<file path="src/design/spc_pkg.sv">
`timescale 1ns / 1ps

package spc_pkg;

  // Fixed field widths of the query and result beats.
  localparam int LIMIT_W   = 17;
  localparam int COUNT_W   = 13;
  localparam logic [COUNT_W-1:0] COUNT_SAT = {COUNT_W{1'b1}};

  typedef enum logic [2:0] {
    ST_IDLE,
    ST_FILL,
    ST_BASE_RD,
    ST_BASE_CHK,
    ST_MARK,
    ST_COUNT,
    ST_DONE
  } spc_state_t;

  // Command to the bitmap memory. Reads and writes never share a cycle.
  typedef struct packed {
    logic wr_en;
    logic wr_bit;
    logic rd_en;
  } mem_cmd_t;

endpackage

</file>
<file path="src/design/spc_ctrl.sv">
`timescale 1ns / 1ps

module spc_ctrl #(
  parameter int MAX_LIMIT = 65536
) (
  input  logic                        clk,
  input  logic                        rst_n,
  input  logic                        in_valid,
  output logic                        in_ready,
  input  logic [spc_pkg::LIMIT_W-1:0] in_limit,
  output spc_pkg::mem_cmd_t           mem_cmd,
  output logic [$clog2(MAX_LIMIT)-1:0] mem_addr,
  input  logic                        mem_rd_data,
  input  logic                        out_busy,
  output logic                        res_valid,
  output logic [spc_pkg::COUNT_W-1:0] res_count
);
  import spc_pkg::*;

  localparam int AW = $clog2(MAX_LIMIT);
  localparam int LW = $clog2(MAX_LIMIT + 1);
  localparam int CW = (LW > LIMIT_W) ? LW : LIMIT_W;
  localparam int HW = LW / 2 + 2;

  spc_state_t state_r, state_nxt;
  logic             rd_pend_r;
  logic [LW-1:0]    lim_r;
  logic [LW-1:0]    idx_r;
  logic [LW:0]      mult_r;
  logic [LW:0]      sq_r;
  logic [HW-1:0]    base_r;
  logic [COUNT_W-1:0] count_r;

  logic [CW-1:0] lim_ext;
  logic [LW-1:0] lim_sat;
  logic [LW:0]   base_ext;
  logic          idx_lt;
  logic          mult_lt;
  logic          sq_le;

  assign lim_ext  = CW'(in_limit);
  assign lim_sat  = (lim_ext > CW'(MAX_LIMIT)) ? LW'(MAX_LIMIT) : LW'(lim_ext);
  assign base_ext = {{(LW + 1 - HW){1'b0}}, base_r};
  assign idx_lt   = idx_r < lim_r;
  assign mult_lt  = mult_r < {1'b0, lim_r};
  assign sq_le    = sq_r <= {1'b0, lim_r};

  always_comb begin
    state_nxt = state_r;
    case (state_r)
      ST_IDLE:     if (in_valid) state_nxt = ST_FILL;
      ST_FILL:     if (!idx_lt) state_nxt = ST_BASE_RD;
      ST_BASE_RD:  state_nxt = sq_le ? ST_BASE_CHK : ST_COUNT;
      ST_BASE_CHK: state_nxt = mem_rd_data ? ST_MARK : ST_BASE_RD;
      ST_MARK:     if (!mult_lt) state_nxt = ST_BASE_RD;
      ST_COUNT:    if (!idx_lt && !rd_pend_r) state_nxt = ST_DONE;
      ST_DONE:     if (!out_busy) state_nxt = ST_IDLE;
      default:     state_nxt = ST_IDLE;
    endcase
  end

  always_comb begin
    in_ready  = 1'b0;
    res_valid = 1'b0;
    mem_cmd   = '0;
    mem_addr  = idx_r[AW-1:0];
    case (state_r)
      ST_IDLE: begin
        in_ready = 1'b1;
      end
      ST_FILL: begin
        mem_cmd.wr_en  = idx_lt;
        mem_cmd.wr_bit = 1'b1;
      end
      ST_BASE_RD: begin
        mem_cmd.rd_en = sq_le;
        mem_addr      = base_ext[AW-1:0];
      end
      ST_MARK: begin
        mem_cmd.wr_en = mult_lt;
        mem_addr      = mult_r[AW-1:0];
      end
      ST_COUNT: begin
        mem_cmd.rd_en = idx_lt;
      end
      ST_DONE: begin
        res_valid = !out_busy;
      end
      default: ;
    endcase
  end

  assign res_count = count_r;

  always_ff @(posedge clk) begin
    if (!rst_n) begin
      state_r   <= ST_IDLE;
      rd_pend_r <= 1'b0;
    end else begin
      state_r   <= state_nxt;
      rd_pend_r <= (state_r == ST_COUNT) && idx_lt;
    end
  end

  // Marking starts at base squared and skips bases already cleared: every
  // entry those passes would clear is cleared by a smaller prime anyway.
  always_ff @(posedge clk) begin
    case (state_r)
      ST_IDLE: begin
        if (in_valid) begin
          lim_r <= lim_sat;
          idx_r <= '0;
        end
      end
      ST_FILL: begin
        if (idx_lt) begin
          idx_r <= idx_r + 1'b1;
        end else begin
          base_r <= HW'(2);
          sq_r   <= (LW + 1)'(4);
        end
      end
      ST_BASE_RD: begin
        if (!sq_le) begin
          idx_r   <= LW'(2);
          count_r <= '0;
        end
      end
      ST_BASE_CHK: begin
        if (mem_rd_data) begin
          mult_r <= sq_r;
        end else begin
          base_r <= base_r + 1'b1;
          sq_r   <= sq_r + {base_ext[LW-1:0], 1'b0} + 1'b1;
        end
      end
      ST_MARK: begin
        if (mult_lt) begin
          mult_r <= mult_r + base_ext;
        end else begin
          base_r <= base_r + 1'b1;
          sq_r   <= sq_r + {base_ext[LW-1:0], 1'b0} + 1'b1;
        end
      end
      ST_COUNT: begin
        if (idx_lt) begin
          idx_r <= idx_r + 1'b1;
        end
        if (rd_pend_r && mem_rd_data && (count_r != COUNT_SAT)) begin
          count_r <= count_r + 1'b1;
        end
      end
      default: ;
    endcase
  end

endmodule

</file>
<file path="config.mk">
export PLATFORM = sky130hd
export DESIGN_NAME = spc_ctrl
export DESIGN_NICKNAME = d
export VERILOG_FILES = /design/src/design/spc_pkg.sv /design/src/design/spc_ctrl.sv
export SDC_FILE = /design/constraint.sdc
export NUM_CORES = 1
export LEC_CHECK = 0
export ABC_AREA = 1
export BUFFER_PORTS_ARGS = -buffer_cell sky130_fd_sc_hd__buf_2
export CORE_UTILIZATION = 35
export CTS_BUF_LIST = sky130_fd_sc_hd__clkbuf_8 sky130_fd_sc_hd__clkbuf_16
export CTS_CLUSTER_DIAMETER = 100
export DETAILED_ROUTE_END_ITERATION = 7
export GPL_ROUTABILITY_DRIVEN = 1
export GPL_TIMING_DRIVEN = 0
export MAX_ROUTING_LAYER = met4
export PLACE_DENSITY = 0.55
export SYNTH_ARGS = -nofsm -noshare
export SYNTH_HDL_FRONTEND = slang
export SYNTH_SLANG_ARGS = --single-unit
</file>
<file path="constraint.sdc">
create_clock -name clk -period 2.8 [get_ports clk]
set_input_delay 0.42 -clock clk [delete_from_list [all_inputs] [get_ports clk]]
set_output_delay 0.42 -clock clk [all_outputs]
set_load 0.01 [all_outputs]
</file>
== Word-level counts from Yosys, hierarchy flattened ==
Index checks and enable logic that the tools add are counted.

* Bits in registers: 97
* Latch bits: 0
* Bits in writable memories: 0
* ROM bits: 0
* Input bits: 22
* Output and inout bits: 34
* Logic and storage cells: 87
* Memories kept: 0

* Add/sub/neg operators: 6
* Multipliers: 0
* Divide/modulo/power cells: 0
* Order comparisons: 4
* Equal/unequal tests: 18
* Shift operators: 0
* Multiplexer cells: 32
* Bitwise logic cells: 0
* Reductions and logical operators: 19

{| class="wikitable"
|+ Operator list
! cell !! number
|-
| two-way mux 18 bit || 5
|-
| one-hot mux 18 bit (3 select lines) || 1
|-
| two-way mux 17 bit || 3
|-
| one-hot mux 17 bit (3 select lines) || 1
|-
| one-hot mux 18 bit (2 select lines) || 1
|-
| one-hot mux 16 bit (2 select lines) || 1
|-
| two-way mux 10 bit || 3
|-
| one-hot mux 10 bit (3 select lines) || 1
|-
| two-way mux 13 bit || 2
|-
| one-hot mux 13 bit (2 select lines) || 1
|-
| two-way mux 3 bit || 7
|-
| one-hot mux 3 bit (7 select lines) || 1
|-
| adder 18 x 1 -> 18 bit, second input constant || 1
|-
| adder 18 x 10 -> 18 bit || 1
|-
| adder 18 x 11 -> 18 bit || 1
|-
| less-or-equal comparator 18 x 17 -> 1 bit || 1
|-
| less-than comparator 18 x 17 -> 1 bit || 1
|-
| != test 2 bit, second input constant || 9
|-
| adder 17 x 1 -> 17 bit, second input constant || 1
|-
| > comparator 17 bit, second input constant || 1
|-
| less-than comparator 17 bit || 1
|-
| adder 13 x 1 -> 13 bit, second input constant || 1
|-
| != test 13 bit, second input constant || 1
|-
| adder 10 x 1 -> 10 bit, second input constant || 1
|-
| other kinds (16) || 32
|}

== Depth between registers and ports, before layout ==
Gate-level depths: netlist of run 1.

* Depth after elaboration: 5
* Gate-level depth with buffers: 16
* Gate-level depth less buffers: 16

== Worst setup path after synthesis of run 1 ==
OpenSTA, ideal clock, no wires.

* Path type: register to register
* Start: register sq_r[9]
* End: register idx_r[0] (enable)
* Setup time: 0.416 ns
* Arrival: 2.620 ns
* Data required time: 2.384 ns
* Setup slack: -0.237 ns
* Cell stages (with the launch flop): 11
* Buffers on the path: 0
* Period minus slack after synthesis: 3.037 ns
* Cell sequence: edfxtp_1 ha_1 nand2_1 nor2_1 nand3_1 nand3_1 nand2_1 nand2_1 nand2_1 nand2_1 nor3b_1

* Longest elaborated chain between the ends: 3

{| class="wikitable"
|+ RTL lines
! element !! RTL line !! text
|-
| start: declaration || spc_ctrl.sv:30 || <nowiki>logic [LW:0] sq_r;</nowiki>
|-
| start signal: assignment || spc_ctrl.sv:120 || <nowiki>sq_r <= (LW + 1)'(4);</nowiki>
|-
| start signal: assignment || spc_ctrl.sv:134 || <nowiki>sq_r <= sq_r + {base_ext[LW-1:0], 1'b0} + 1'b1;</nowiki>
|-
| start signal: assignment || spc_ctrl.sv:142 || <nowiki>sq_r <= sq_r + {base_ext[LW-1:0], 1'b0} + 1'b1;</nowiki>
|-
| less-or-equal comparator 18 x 17 -> 1 bit || spc_ctrl.sv:46 || <nowiki>assign sq_le = sq_r <= {1'b0, lim_r};</nowiki>
|-
| != test 2 bit (no line) || n/a ||
|-
| AND reduction 4 bit (no line) || n/a ||
|-
| end signal: assignment || spc_ctrl.sv:117 || <nowiki>idx_r <= idx_r + 1'b1;</nowiki>
|-
| end signal: assignment || spc_ctrl.sv:147 || <nowiki>idx_r <= idx_r + 1'b1;</nowiki>
|-
| end: declaration || spc_ctrl.sv:28 || <nowiki>logic [LW-1:0] idx_r;</nowiki>
|}

Every way passes these cells.
A chain may end at the register's enable or synchronous reset.

== Worst setup path after layout of run 1 ==
* Start: register state_r[1]
* End: output mem_addr[12]

* Longest elaborated chain between the ends: 2
* Elaborated cells on any way between the ends: 3
* Those cells by class: eq/ne: 2; mux: 1

{| class="wikitable"
|+ RTL lines
! element !! RTL line !! text
|-
| start: declaration || spc_ctrl.sv:25 || <nowiki>spc_state_t state_r, state_nxt;</nowiki>
|-
| start signal: assignment || spc_ctrl.sv:100 || <nowiki>state_r <= state_nxt;</nowiki>
|-
| equality test 3 bit / equality test 3 x 2 -> 1 bit (equally long branches) || spc_ctrl.sv:67 || <nowiki>case (state_r)</nowiki>
|-
| one-hot mux 16 bit (2 select lines) (*) || spc_ctrl.sv:67 ||
|-
| end: declaration || spc_ctrl.sv:12 || <nowiki>output logic [$clog2(MAX_LIMIT)-1:0] mem_addr,</nowiki>
|}

Mark *: on every way between the ends. The rest lies on a longest branch, timed or not.

==> results of run 1 <==
-- power groups by stage --
stage / sequential [uW] / combinational (uW) / clock, uW
after floorplan: 2750 / 3550 / 0
after global placement: 2980 / 4780 / 0
after detailed placement: 2970 / 4880 / 0
after CTS: 2940 / 4980 / 1330
after global routing: 2990 / 5840 / 1370
final: 2910 / 5130 / 1290
-- cell families after synthesis --
family | share of synthesized area
and+or+nand+nor | 0.257
buffers and inverters | 0.0846
AOI/OAI and AO/OA | 0.120
DFF | 0.395
adders and majority gates | 0.129
xor gates and xnor gates | 0.0144
-- sequential cells by signal, summed over array words and instances (netlist names) --
register and count:
base_r 10, idx_r 17, lim_r 17, mult_r 18, rd_pend_r 1, res_count 13, sq_r 18, state_r 3
-- tightest hold or removal path: cells and delay by family --
family,cells,cell delay [ns]
buffers and inverters,1,0.12
AND/OR/NAND/NOR,2,0.09
-- worst max-delay path by stage --
| stage | start | end | slack [ns] | cells after the start |
|---|---|---|---|---|
| after floorplan | idx_r[8] | base_r[0] | 0.30 | 9 |
| after global placement | sq_r[12] | idx_r[0] | -0.68 | 10 |
| after detailed placement | idx_r[8] | sq_r[0] | -0.003 | 9 |
| after CTS | sq_r[12] | mem_cmd[0] | 0.002 | 10 |
| after global routing | sq_r[13] | mem_cmd[0] | -0.09 | 10 |
| final | state_r[1] | mem_addr[12] | 0.05 | 8 |
-- layer usage --
layer  vias to the layer above  GRT usage  share of wire
met5                         -          -              0
met4                         0     0.0469          0.014
met3                        16     0.0400          0.049
met2                       133      0.284           0.44
met1                      2828      0.261           0.49
li1                       3232          -              -
-- metrics by stage --
step,total power [uW],setup TNS [ns],hold WS (ns),area (sq um),worst slack (ns)
after floorplan,6300,0,0.540,7280,0.299
after global placement,7770,-23.98,0.576,7900,-0.678
after detailed placement,7850,-0.0274,0.587,7920,-0.00275
after CTS,9250,0,0.305,8240,0.00240
after global routing,10200,-0.170,0.324,8330,-0.0917
final,9330,0,0.314,8330,0.0506
-- placed cells by master (no fill, tap or decap), types with 4 or more instances in the layout --
cell	instances
edfxtp_1	93
clkbuf_1	4
nor2_1	81
nor3_1	20
nand4_1	17
buf_4	8
o221ai_1	7
nand2_2	7
clkbuf_16	9
nand3_1	46
a31oi_1	4
o21ai_0	37
dfxtp_1	4
nor2_2	4
a21oi_1	68
xnor2_1	6
nor2_4	9
nor4_1	6
inv_2	6
ha_1	72
o21ai_1	8
xor2_1	6
nand2_1	200
a21o_1	6
inv_1	140
buf_2	61
or2_2	6
-- layout make-up --
| cell class | count | area (sq um) |
|---|---|---|
| Buffer | 13 | 65.1 |
| Clock buffer | 9 | 225 |
| Clock inverter | 7 | 68.8 |
| Fill cell | 2098 | 12000 |
| Inverter | 147 | 553 |
| Multi-Input combinational cell | 651 | 3850 |
| Sequential cell | 97 | 2870 |
| Tap cell | 270 | 338 |
| Timing Repair Buffer | 64 | 350 |
-- what timing repair did --
action | CTS | global route
cloned | 1 | 0
pin swaps | 0 | 2
gates resized for setup | 3 | 8
endpoints found under the setup margin | 29 | 20
hold endpoints to repair | 0 | 0
buffers inserted | 0 | 8
==> summary.md, run 1 <==
| Metric | Value |
|---|---|
| Unrepaired setup endpoints after global routing | `yes` |
| Core Box Area | `20300 sq um` |
| Row count | `52` |
| Clock power share | `0.138` |
| Die area | `21400 sq um` |
| Global-route wire length before repair | `30.6 mm` |
| Sw frac | `0.477` |
| Initial antenna violation count | `0` |
| Main area contributors after synthesis | `edfxtp_1 38%, ha_1 12%, nand2_1 10%` |
| Reg2reg setup slack | `0.18 ns` |
| Setup violators final | `0` |
| Outcome | `complete, no violations` |
| Max_slew headroom | `0.242` |
| Initial Util | `0.358` |
| Final Util | `0.410` |
| CTS root buffer | `clkbuf_16` |
| Clk slew on worst S/H paths | `0.07 ns` |
| Worst hold path type | `in -> reg` |
| Post-route clock period utilization | `0.982` |
| Worst Path Max Fanout | `10` |
| Final GP Congestion | `0.897` |
| Number of global-route vias before repair | `5588` |
| Worst EP arrival | `2.33 ns` |
| Max stage delay on crit path | `0.47 ns` |
| I/O Buffers | `55` |
| Wire per inst | `15.3 um` |
| DRC Markers | `0` |
| Power Density | `1120 nW/um^2` |
| Grt ovf | `0` |
| Pleak | `0.00384 uW` |
| Sequential share of the synthesized area | `0.395` |
| FF-to-FF Start | `state_r[1]` |
| CTS tree | `built` |
| CP Launch Type | `flip-flop` |
| Kind of critical path | `reg -> out` |
| DR vias | `6209` |
| I/O pins | `56` |
| Fin crit period | `2.75 ns` |
| Min-delay src | `rst_n` |
| Fin cells | `1258` |
| Worst Max-Slew Pin Slew | `1.13 ns` |
| Flop pwr share | `0.312` |
| Largest net degree at the start of global routing | `19` |
| Fmax | `0.364 GHz` |
| WHS Endpoint | `state_r[0]` |
| Area leader, netlist | `edfxtp_1` |
| Placed Instances | `1233` |
| Asr flop ratio synth | `0` |
| CP endpoint kind | `output port` |
| CTS Buf Count | `9` |
| 1st-iter DRT viols | `373` |
| Top-count cell post-synth | `nand2_1` |
| Psw | `4450 uW` |
| Netlist cell types | `46` |
| Share of Yosys cell area claimed by the top area cell type | `0.384` |
| Reg2reg end | `base_r[3]` |
| Crit-path cells | `nor2_1, nand2_2, inv_2, nor2_4, inv_1, buf_2, o22ai_1, buf_2` |
| Slowest-stage cell, CP | `dfxtp_1` |
| Delay-heaviest family, CP | `buffers and inverters` |
| Detailed Routing Iterations Pass 1 | `4` |
| Clock Tree Buf Depth | `2` |
| Pint | `4880 uW` |
| Syn_nets | `1003` |
| Final layout net count | `1079` |
| DR vias/cell | `4.94` |
| CP Buf/Inv Count | `4` |
| Top cells by count, synth | `200 x nand2_1, 140 x inv_1, 93 x edfxtp_1` |
| Worst skew pair latency | `0.36 ns` |
| Global Route Usage Sum | `0.190` |
| Share of cells above drive strength 1 | `0.140` |
| Mapped cell area | `7270 sq um` |
| Number of H-tree levels | `3` |
| Most frequent CP cell | `buf_2` |
| Cts hold-fix bufs | `0` |
| Die width | `146 um` |
| Post-synth EDFFs | `93` |
| Maximum vdd drop | `0.403 mV` |
| Yosys reg bits | `97` |
| Post-DRT Antenna Nets | `0` |
| Hold Violations, Final | `0` |
| Syn Inst Count | `907` |
| Area Growth Syn to Fin | `14.5%` |
| Reg2reg path depth | `5` |
| Sink Count | `97` |
| Clock Skew | `0.00538 ns` |
| Req. time, crit path | `2.38 ns` |
| Max-slew violation count | `0` |
| Antenna diodes | `0` |
| DPL Wire Length | `14.9 mm` |
| WL final | `19.3 mm` |
| Hold depth | `3` |
| Synth Flop Type | `edfxtp_1` |
| Power share of the combinational group | `0.550` |
| Max-Cap Viols | `0` |
| Warning count from the yosys run | `0` |
| Die height | `146 um` |
| Syn Area/Cell | `8.02 sq um` |
Power figures use the tool's default switching activity.
==> inputs of run 2 (changes only) <==
--- a/config.mk
+++ b/config.mk
@@ -14,7 +14,7 @@
 export GPL_ROUTABILITY_DRIVEN = 1
 export GPL_TIMING_DRIVEN = 0
 export MAX_ROUTING_LAYER = met4
-export PLACE_DENSITY = 0.55
+export PLACE_DENSITY = 0.5
 export SYNTH_ARGS = -nofsm -noshare
 export SYNTH_HDL_FRONTEND = slang
 export SYNTH_SLANG_ARGS = --single-unit
==> run 2 against run 1 <==
  * Flip-flop and latch count unchanged
  * Worst hold slack worse by 0.0027 ns
  * Utilization up 0.43 points
  * Critical endpoint is now mem_cmd[0]
  * Clock power decreased by 7%
  * Final cell count rose by 0.72%
  * Non-clock buffer count increased by 8
  * Highest routed layer unchanged
  * Via count grew 1.0%
  * Critical path type unchanged
  * Largest cell class unchanged
==> summary.md, run 2 (synthesis gave the netlist of run 1 again) <==
| Metric | Value |
|---|---|
| Outcome | `complete, no violations` |
| Row count | `52` |
| Sw frac | `0.486` |
| Setup slack after layout | `0.0915 ns` |
| Largest net degree at the start of global routing | `29` |
| Worst hold path type | `in -> reg` |
| Final GP Congestion | `0.866` |
| Post-route clock period utilization | `0.967` |
| Commonest non-fill, non-tap cells in the layout | `198 x nand2_1, 136 x inv_1, 93 x edfxtp_1` |
| Final Util | `0.414` |
| Sink Count | `97` |
| Number of global-route vias before repair | `5794` |
| I/O Buffers | `55` |
| Worst EP arrival | `2.29 ns` |
| Clk slew on worst S/H paths | `0.07 ns` |
| Die width | `146 um` |
| 1st-iter DRT viols | `383` |
| Share of cells above drive strength 1 | `0.156` |
| Overall Power | `9490 uW` |
| Kind of critical path | `reg -> out` |
| DR vias/cell | `4.95` |
| Power Density | `1130 nW/um^2` |
| Placed Instances | `1233` |
| Grt ovf | `0` |
| Maximum vdd drop | `0.550 mV` |
| Number of H-tree levels | `3` |
| CTS tree | `built` |
| Cts hold-fix bufs | `0` |
| Hold Violations, Final | `0` |
| Max-Cap Viols | `0` |
| Global Route Usage Sum | `0.205` |
| CTS root buffer | `clkbuf_16` |
| Final layout net count | `1087` |
| Fin cells | `1267` |
| Worst Path Max Fanout | `7` |
| Worst skew pair latency | `0.36 ns` |
| Fin crit period | `2.71 ns` |
| Pint | `4880 uW` |
| Global-route wire length before repair | `32.2 mm` |
| I/O pins | `56` |
| WL final | `20.9 mm` |
| Clock Skew | `0.00779 ns` |
| Max_slew headroom | `0.366` |
| Req. time, crit path | `2.38 ns` |
| Psw | `4610 uW` |
| DR vias | `6271` |
| Most common cell after layout, fill and taps aside | `nand2_1` |
| Detailed Routing Iterations Pass 1 | `5` |
| Worst Max-Slew Pin Slew | `0.941 ns` |
| Initial antenna violation count | `1` |
| Fmax | `0.369 GHz` |
| CTS Buf Count | `9` |
| Flop pwr share | `0.304` |
| Power share of the combinational group | `0.569` |
| Wire per inst | `16.5 um` |
| Clock power share | `0.127` |
| CP Launch Type | `flip-flop` |
| Core Box Area | `20300 sq um` |
| Initial Util | `0.358` |
| Reg2reg setup slack | `0.22 ns` |
| DRC Markers | `0` |
| Unrepaired setup endpoints after global routing | `no` |
| Die area | `21400 sq um` |
| Max-slew violation count | `0` |
| CP endpoint kind | `output port` |
| Largest registers | `mult_r (18), sq_r (18)` |
| Die height | `146 um` |
| Clock Tree Buf Depth | `2` |
| DPL Wire Length | `16.4 mm` |
| Dpl ws | `-0.00571 ns` |
| Pleak | `0.00388 uW` |
| Setup violators final | `0` |
| Area Growth Syn to Fin | `15.7%` |
| Post-DRT Antenna Nets | `0` |
-- run 2: changes by cell type in the layout (fill, tap and decap cells not counted), sizes merged --
cell / before / now
bufinv: 1 / 0
buf: 72 / 78
clkinv: 4 / 5
diode: 0 / 1
clkbuf: 14 / 16
-- run 2: area by class of cell --
type / instances / area (sq um)
diodes: 1 / 2.50
plain buffers: 13 / 66.3
clock buffers: 9 / 225
clock inverters: 7 / 47.5
fillers: 2110 / 11900
inverters: 147 / 553
multi-input cells: 651 / 3880
flip-flops and latches: 97 / 2870
well taps: 270 / 338
repair buffers: 72 / 423
-- run 2: per-layer routing --
metal	part of all wire	track usage	vias up
li1	-	-	3232
met1	0.49	0.266	2916
met2	0.46	0.325	112
met3	0.040	0.0434	11
met4	0.011	0.0490	0
met5	0	-	-
-- run 2: final timing paths --
check                           startpoint    endpoint  depth (start not counted)
worst min-delay path                 rst_n  state_r[0]                          3
worst max-delay path              sq_r[11]  mem_cmd[0]                          8
worst min register to register     sq_r[0]     sq_r[0]                          1
worst max register to register    idx_r[8]     sq_r[7]                         10
-- run 2: repair_timing --
item,CTS,global route
resized for setup,4,16
setup buffers,1,15
pin swaps,1,6
cloned,0,1
endpoints found under the setup margin,32,40
-- run 2: power by group through the flow --
| stage | Clock, uW | Combinational, uW | Sequential (uW) |
|---|---|---|---|
| after floorplan | 0 | 3550 | 2750 |
| after global placement | 0 | 4920 | 2960 |
| after detailed placement | 0 | 5020 | 2950 |
| after CTS | 1250 | 5100 | 2910 |
| after global routing | 1290 | 6090 | 2970 |
| final | 1200 | 5400 | 2890 |
-- run 2: worst max-delay path, cell delays in order (launching register included) --
cell and delay [ns]:
edfxtp_1 0.50, ha_1 0.36, nand3_2 0.10, nor3_4 0.27, nand4_1 0.27, nand2_1 0.15, nand2_2 0.09, nand2_1 0.08
buf_2 0.12
-- run 2: per-stage QoR --
stage | area (sq um) | hold WS [ns] | TNS (ns)
global route | 8410 | 0.298 | 0
finish | 8410 | 0.312 | 0
CTS | 8220 | 0.302 | 0
global placement | 7900 | 0.581 | -24.95
floorplan | 7280 | 0.540 | 0
detailed placement | 7920 | 0.587 | -0.115
